[config.mk]
export PLATFORM = sky130hd
export DESIGN_NAME = tdes_round_cell
export DESIGN_NICKNAME = d
export VERILOG_FILES = /design/src/hw/rtl/tdes_pkg.sv /design/src/hw/rtl/tdes_round_cell.sv
export SDC_FILE = /design/constraint.sdc
export NUM_CORES = 1
export LEC_CHECK = 0
export ABC_AREA = 1
export ABC_CLOCK_PERIOD_IN_PS = 1700
export BUFFER_PORTS_ARGS = -buffer_cell sky130_fd_sc_hd__buf_2
export CAP_MARGIN = 20
export CORE_ASPECT_RATIO = 2
export CORE_MARGIN = 2
export CORE_UTILIZATION = 32
export DETAILED_ROUTE_END_ITERATION = 12
export PLACE_DENSITY = 0.56
export SLEW_MARGIN = 20
export SYNTH_ARGS = -nofsm -noshare
export SYNTH_HDL_FRONTEND = slang
export SYNTH_SLANG_ARGS = --single-unit
export TNS_END_PERCENT = 10
[constraint.sdc]
create_clock -name clock -period 1.7 [get_ports clock]
set_input_delay 0.17 -clock clock [delete_from_list [all_inputs] [get_ports clock]]
set_output_delay 0.17 -clock clock [all_outputs]
set_load 0.02 [all_outputs]
[src/hw/rtl/tdes_pkg.sv]
// tdes_pkg: DES tables, permutation and round functions, register indexes
// and the stage record shared by the round cells and the top level.
// No dependencies.
package tdes_pkg;

   typedef enum logic [2:0] {
      REG_KEY_FIRST    = 3'd0,
      REG_KEY_SECOND   = 3'd1,
      REG_KEY_THIRD    = 3'd2,
      REG_KEY_MODE     = 3'd3,
      REG_DECRYPT_MODE = 3'd4,
      REG_INIT_VECTOR  = 3'd5
   } reg_index_type;

   typedef enum logic [1:0] {
      MODE_SINGLE   = 2'd0,
      MODE_TWO_KEY  = 2'd1,
      MODE_THREE_KEY = 2'd2
   } key_mode_type;

   localparam int NUM_ROUNDS = 16;
   localparam int NUM_CELLS  = 48;
   localparam int ADDR_WIDTH = 6;

   typedef struct packed {
      logic        valid;
      logic        last;
      logic [63:0] mask;
      logic [31:0] l;
      logic [31:0] r;
   } stage_type;

   localparam logic [6:0] IP_TBL [64] = '{
      58,50,42,34,26,18,10,2,60,52,44,36,28,20,12,4,
      62,54,46,38,30,22,14,6,64,56,48,40,32,24,16,8,
      57,49,41,33,25,17,9,1,59,51,43,35,27,19,11,3,
      61,53,45,37,29,21,13,5,63,55,47,39,31,23,15,7};
   localparam logic [6:0] FP_TBL [64] = '{
      40,8,48,16,56,24,64,32,39,7,47,15,55,23,63,31,
      38,6,46,14,54,22,62,30,37,5,45,13,53,21,61,29,
      36,4,44,12,52,20,60,28,35,3,43,11,51,19,59,27,
      34,2,42,10,50,18,58,26,33,1,41,9,49,17,57,25};
   localparam logic [6:0] E_TBL [48] = '{
      32,1,2,3,4,5,4,5,6,7,8,9,8,9,10,11,12,13,12,13,14,15,16,17,
      16,17,18,19,20,21,20,21,22,23,24,25,24,25,26,27,28,29,28,29,30,31,32,1};
   localparam logic [6:0] P_TBL [32] = '{
      16,7,20,21,29,12,28,17,1,15,23,26,5,18,31,10,
      2,8,24,14,32,27,3,9,19,13,30,6,22,11,4,25};
   localparam logic [6:0] PC1_TBL [56] = '{
      57,49,41,33,25,17,9,1,58,50,42,34,26,18,
      10,2,59,51,43,35,27,19,11,3,60,52,44,36,
      63,55,47,39,31,23,15,7,62,54,46,38,30,22,
      14,6,61,53,45,37,29,21,13,5,28,20,12,4};
   localparam logic [6:0] PC2_TBL [48] = '{
      14,17,11,24,1,5,3,28,15,6,21,10,23,19,12,4,26,8,16,7,27,20,13,2,
      41,52,31,37,47,55,30,40,51,45,33,48,44,49,39,56,34,53,46,42,50,36,29,32};
   // cumulative left rotation of C and D after each round
   localparam logic [4:0] ROT_SUM [16] = '{
      1,2,4,6,8,10,12,14,15,17,19,21,23,25,27,28};
   localparam logic [3:0] SBOX [8][64] = '{
      '{14,4,13,1,2,15,11,8,3,10,6,12,5,9,0,7,0,15,7,4,14,2,13,1,10,6,12,11,9,5,3,8,
        4,1,14,8,13,6,2,11,15,12,9,7,3,10,5,0,15,12,8,2,4,9,1,7,5,11,3,14,10,0,6,13},
      '{15,1,8,14,6,11,3,4,9,7,2,13,12,0,5,10,3,13,4,7,15,2,8,14,12,0,1,10,6,9,11,5,
        0,14,7,11,10,4,13,1,5,8,12,6,9,3,2,15,13,8,10,1,3,15,4,2,11,6,7,12,0,5,14,9},
      '{10,0,9,14,6,3,15,5,1,13,12,7,11,4,2,8,13,7,0,9,3,4,6,10,2,8,5,14,12,11,15,1,
        13,6,4,9,8,15,3,0,11,1,2,12,5,10,14,7,1,10,13,0,6,9,8,7,4,15,14,3,11,5,2,12},
      '{7,13,14,3,0,6,9,10,1,2,8,5,11,12,4,15,13,8,11,5,6,15,0,3,4,7,2,12,1,10,14,9,
        10,6,9,0,12,11,7,13,15,1,3,14,5,2,8,4,3,15,0,6,10,1,13,8,9,4,5,11,12,7,2,14},
      '{2,12,4,1,7,10,11,6,8,5,3,15,13,0,14,9,14,11,2,12,4,7,13,1,5,0,15,10,3,9,8,6,
        4,2,1,11,10,13,7,8,15,9,12,5,6,3,0,14,11,8,12,7,1,14,2,13,6,15,0,9,10,4,5,3},
      '{12,1,10,15,9,2,6,8,0,13,3,4,14,7,5,11,10,15,4,2,7,12,9,5,6,1,13,14,0,11,3,8,
        9,14,15,5,2,8,12,3,7,0,4,10,1,13,11,6,4,3,2,12,9,5,15,10,11,14,1,7,6,0,8,13},
      '{4,11,2,14,15,0,8,13,3,12,9,7,5,10,6,1,13,0,11,7,4,9,1,10,14,3,5,12,2,15,8,6,
        1,4,11,13,12,3,7,14,10,15,6,8,0,5,9,2,6,11,13,8,1,4,10,7,9,5,0,15,14,2,3,12},
      '{13,2,8,4,6,15,11,1,10,9,3,14,5,0,12,7,1,15,13,8,10,3,7,4,12,5,6,11,0,14,9,2,
        7,11,4,1,9,12,14,2,0,6,10,13,15,3,5,8,2,1,14,7,4,10,8,13,15,12,9,5,3,0,6,11}};

   function automatic logic [63:0] des_ip(input logic [63:0] x);
      logic [63:0] o;
      for (int i = 0; i < 64; i++) o[63-i] = x[64-IP_TBL[i]];
      return o;
   endfunction

   function automatic logic [63:0] des_fp(input logic [63:0] x);
      logic [63:0] o;
      for (int i = 0; i < 64; i++) o[63-i] = x[64-FP_TBL[i]];
      return o;
   endfunction

   function automatic logic [47:0] des_subkey(input logic [63:0] key, input logic [3:0] idx);
      logic [55:0] cd;
      logic [55:0] cc;
      logic [55:0] dd;
      logic [55:0] rot;
      logic [47:0] o;
      for (int i = 0; i < 56; i++) cd[55-i] = key[64-PC1_TBL[i]];
      cc = {cd[55:28], cd[55:28]} << ROT_SUM[idx];
      dd = {cd[27:0], cd[27:0]} << ROT_SUM[idx];
      rot = {cc[55:28], dd[55:28]};
      for (int i = 0; i < 48; i++) o[47-i] = rot[56-PC2_TBL[i]];
      return o;
   endfunction

   function automatic logic [31:0] des_feistel(input logic [31:0] r, input logic [47:0] k);
      logic [47:0] e;
      logic [5:0]  six;
      logic [31:0] s;
      logic [31:0] o;
      for (int i = 0; i < 48; i++) e[47-i] = r[32-E_TBL[i]];
      e = e ^ k;
      for (int i = 0; i < 8; i++) begin
         six = e[47-6*i -: 6];
         s[31-4*i -: 4] = SBOX[i][{six[5], six[0], six[4:1]}];
      end
      for (int i = 0; i < 32; i++) o[31-i] = s[32-P_TBL[i]];
      return o;
   endfunction

endpackage

[src/hw/rtl/tdes_round_cell.sv]
// tdes_round_cell: one DES round with its pipeline register.
// Depends on tdes_pkg.
module tdes_round_cell import tdes_pkg::*; (
   input  logic        clock,
   input  logic        reset,
   input  logic        enable,
   input  logic        no_swap,
   input  logic [47:0] subkey,
   input  stage_type   prev,
   output stage_type   cur
);
   stage_type   cur_ff;
   stage_type   cur_in;
   logic [31:0] mix;

   always_comb begin
      mix          = prev.l ^ des_feistel(prev.r, subkey);
      cur_in       = prev;
      cur_in.l     = no_swap ? mix : prev.r;
      cur_in.r     = no_swap ? prev.r : mix;
   end

   always_ff @(posedge clock) begin
      if (reset) begin
         cur_ff.valid <= 1'b0;
      end else if (enable) begin
         cur_ff.valid <= cur_in.valid;
      end
      if (enable) begin
         cur_ff.last <= cur_in.last;
         cur_ff.mask <= cur_in.mask;
         cur_ff.l    <= cur_in.l;
         cur_ff.r    <= cur_in.r;
      end
   end

   assign cur = cur_ff;
endmodule

Word level (Yosys, flattened, before mapping). Memories as Yosys holds them, arrays and structs flattened. Index checks and enable logic that the tools add are counted. W data, S select, Z words.

Add/sub/neg operators: 0. Multipliers: 0. Div/mod/pow operators: 0. Magnitude comparators: 8. Equality and inequality tests: 0. Shift operators: 0. Muxes and demuxes: 18. Bitwise operators: 10. Reduce and logical (&&, ||, !) cells: 0.

Operators by type and width (count): $mux W32 (2); $mux W4 (16); $ge A7 B7 Y1 const B (8); $not A6 Y7 (8); $xor A48 B48 Y48 (1); $xor A32 B32 Y32 (1).

Flip-flop bits (word level): 130. Bits in latches: 0. RAM bits: 0. Bits in read-only memories: 2048. Input port bits: 182. Output and inout bits: 130. Logic and storage cells: 49. Memories kept: 8.

Memories: (name not given) (words 64, width 4, rd ports 1, clocked after Yosys merged registers in 0, write ports 0, RTL line tdes_pkg.sv:113) `s[31-4*i -: 4] = SBOX[i][{six[5], six[0], six[4:1]}];`; (name not given) (words 64, width 4, rd ports 1, clocked after Yosys merged registers in 0, write ports 0, RTL line tdes_pkg.sv:113); (name not given) (words 64, width 4, rd ports 1, clocked after Yosys merged registers in 0, write ports 0, RTL line tdes_pkg.sv:113); (name not given) (words 64, width 4, rd ports 1, clocked after Yosys merged registers in 0, write ports 0, RTL line tdes_pkg.sv:113); (name not given) (words 64, width 4, rd ports 1, clocked after Yosys merged registers in 0, write ports 0, RTL line tdes_pkg.sv:113); (name not given) (words 64, width 4, rd ports 1, clocked after Yosys merged registers in 0, write ports 0, RTL line tdes_pkg.sv:113); +2 memories.

Longest topological paths before layout.
Depth in word-level cells: 7. Mapped depth: 17.

Worst setup path after synthesis. OpenSTA, ideal clock, no wires.

Path type: input port to flip-flop. Start point: in prev[20] (netlist name). End point: reg cur_ff (netlist bit cur[26]), data pin. Setup time: 0.253 ns. Data arrival time: 1.639 ns. Data required time: 1.447 ns. Setup slack: -0.192 ns. Cell stages on the path: 14. Cell sequence: buf_2 > nor2_1 > nor2_4 > ha_1 > inv_1 > nand2_1 > nand2_1 > and2_1 > nor2_1 > nand2_1 > nand2_1 > nand2_1 > nand3_1 > nand2_1.

RTL lines: from (decl) (RTL line tdes_round_cell.sv:9) `input stage_type prev,`; to (decl) (RTL line tdes_round_cell.sv:12) `stage_type cur_ff;`.

==> flow_summary.yaml <==
status:
  status: "finished, final reports clean"
synth:
  synth.area.top_cells: "edfxtp_1 (36%), nand2_1 (26%), nand3_1 (16%)"
  synthFlopType: "edfxtp_1"
  yosysTopAreaCell: "edfxtp_1"
  ys.warnings.count: 0
  synth_seq_cells: 130
  synth_async_sr_flop_share_pct: 0
  synth.most_common_cell: "nand2_1"
  synth.distinct_cells: 35
  synth_area_um2: 10700
  yosysTopAreaCellShare_pct: 36.2
  synth_commonest_cells: "nand2_1 (746), nand3_1 (343), inv_1 (138), edfxtp_1 (129), ha_1 (62)"
  netlist_instances: 1551
  synth_nets: 1795
  synth-edff-count: 129
  yosysSeqAreaShare_pct: 36.4
  synth.avg_cell_area_um2: 6.90
power_and_ir_drop:
  vdd_drop_max_mv: 0.673
  cellLeakagePower_nw: 8.23
  p_per_area_nw_per_um2: 805
placement:
  place_congestion: 0.964
  dp_slack_ns: -0.307
  io_buffer_count: 311
  dp_hpwl_um: 33900
global_route:
  track_usage_pct: 23.4
  grt_pass1_vias: 11872
  grt_max_degree: 41
  antenna_found_initial: 4
  grt_overflow: 0
  grt_pass1_wl_um: 62800
hold_path:
  hp-start: "enable"
  hold-path-cell-count: 1
  min_to: "cur[95]$_DFFE_PP_"
  min_path_type: "primary input to flop"
worst_setup_path:
  rr_endpoint: "cur[129]$_SDFFE_PP0P_"
  crit_required_ns: 1.89
  worstPathMaxFanout: 5
  cp.arrival_ns: 1.72
  cp-start-kind: "primary input"
  r2r_start: "cur[129]$_SDFFE_PP0P_"
  r2r_slack_ns: 0.53
  worstSetupPathType: "primary input to flop"
  endpoint_kind: "flop"
  rr_worst_depth: 3
die:
  die_h_um: 263
  die-area_um2: 35000
  rows: 94
  io_pins: 312
  die_w_um: 133
  coreArea_um2: 32900
  start_util_pct: 32.5
routing:
  first_iter_violations: 749
  drc: 0
  wl_per_cell_um: 16.4
  firstDrtPassIters: 5
  vias_per_cell: 4.83
  ant_nets: 0
  finalWirelength_um: 41600
  vias: 12210
cells_and_area:
  area_delta_synth_final_pct: 43.8
  multi_input_area_um2: 6060
  utilization_pct: 46.7
  largest_reg_flops: 130
  fill_cells: 3366
  fin_nets: 2324
  drive_above_1_share_pct: 27.4
  seqCellArea_um2: 3890
sta:
  min_period_ns: 1.53
  rsz0062_at_grt: "yes"
  hold_viol: 0
  tightest_slew_ns: 0.750
  hold_slack_ns: 0.116
  clock.fmax_mhz: 653
  setup_tns_ns: 0
  max_slew_margin_pct: 49.7
  maxSlewViolCount: 0
  period_share_pct: 90.1
  worst_clock_skew_ns: 0
  setup_violations: 0
  fin_ws_ns: 0.168
run:
  drv_cap: 0
clocking:
  numCtsBuffers: 17
  cts_max_path_buffers: 2
  postCtsSetupRepairBufs: 0
  tritoncts: "done"
  clk_pin_slew_worst_paths_ns: 0.06
  cts.root.buffer_cell: "clkbuf_16"
  clock_latency_ns: 0.44
  clkSinkCount: 130
  htree_levels: 4
## metal layers
layer	part of all wire, %	wire length [um]	track usage [%]	vias to the layer above
met5	0.024	10	0	-
met2	57	23700	48.4	453
met1	33	13700	20.9	5585
met4	5.2	2180	12.8	2
met3	4.6	1900	3.07	100
li1	-	-	-	6070
## worst max-delay path: stages
cell and delay, ns:
buf_2 0.13, inv_1 0.06, nand2_1 0.05, nand2_1 0.07, ha_1 0.34, inv_1 0.11, nand2_2 0.10, nand2_1 0.11
nand2_1 0.09, nand3_1 0.08, nand3_1 0.13, nand2_1 0.10, nand2_1 0.06, nand3_1 0.06, nand2_1 0.05
## repair_timing
item                                    CTS  global route
resized for setup                         0            10
endpoints found under the hold margin    66             0
endpoints found under the setup margin    0            24
hold buffers                             67             0
## cell type report
class / count / share of cell area (%)
diodes: 3 / 0.0488
clock buffers: 18 / 2.79
clock inverters: 14 / 1.09
inverters: 147 / 3.60
multi-input cells: 1230 / 39.4
flip-flops and latches: 130 / 25.3
well taps: 432 / 3.51
repair buffers: 554 / 24.3
## through the flow
stage	std cells	cell area, um^2	power, mW
3_3_place_gp	2426	14100	8.50
5_1_grt	2527	15400	13.1
3_5_place_dp	2426	14100	8.51
6_report	2528	15400	12.4
2_1_floorplan	1551	10700	6.66
4_1_cts	2525	15400	12.5
## power breakdown
part / switching [mW] / internal, mW / total [mW]
combinational: 2.79 / 1.78 / 4.57
clock: 1.60 / 2.21 / 3.81
sequential: 0.104 / 3.92 / 4.02
## cell families after synthesis
group                    synth area share [%]
buffers and inverters                    7.63
XOR/XNOR                                 3.70
adder cells (fa/ha/maj)                  7.24
AND/OR/NAND/NOR                          43.9
flip-flops                               36.4
AO/OA/AOI/OAI                            1.07
multiplexers                           0.0935
## cell usage in the layout, fill, tap and decap left out, types with 8 or more instances in the layout
cell type,netlist,final
xnor2_1,12,12
buf_2,21,310
edfxtp_1,129,129
nor2_1,9,8
inv_2,8,10
nand3_1,343,341
nand2_2,5,15
buf_4,9,161
clkbuf_16,0,17
ha_1,62,61
inv_1,138,136
nand2_1,746,735
dlygate4sd3_1,0,67
xnor2_2,8,8
buf_12,0,15
## worst max path at each step
| stage | startpoint | end |
|---|---|---|
| after floorplan | prev[20] | cur[8]$_DFFE_PP_ |
| after global placement | prev[9] | cur[3]$_DFFE_PP_ |
| after detailed placement | prev[0] | cur[59]$_DFFE_PP_ |
| after CTS | prev[9] | cur[35]$_DFFE_PP_ |
| after global routing | prev[9] | cur[53]$_DFFE_PP_ |
| final | prev[9] | cur[35]$_DFFE_PP_ |
Power figures use the tool's default switching activity.
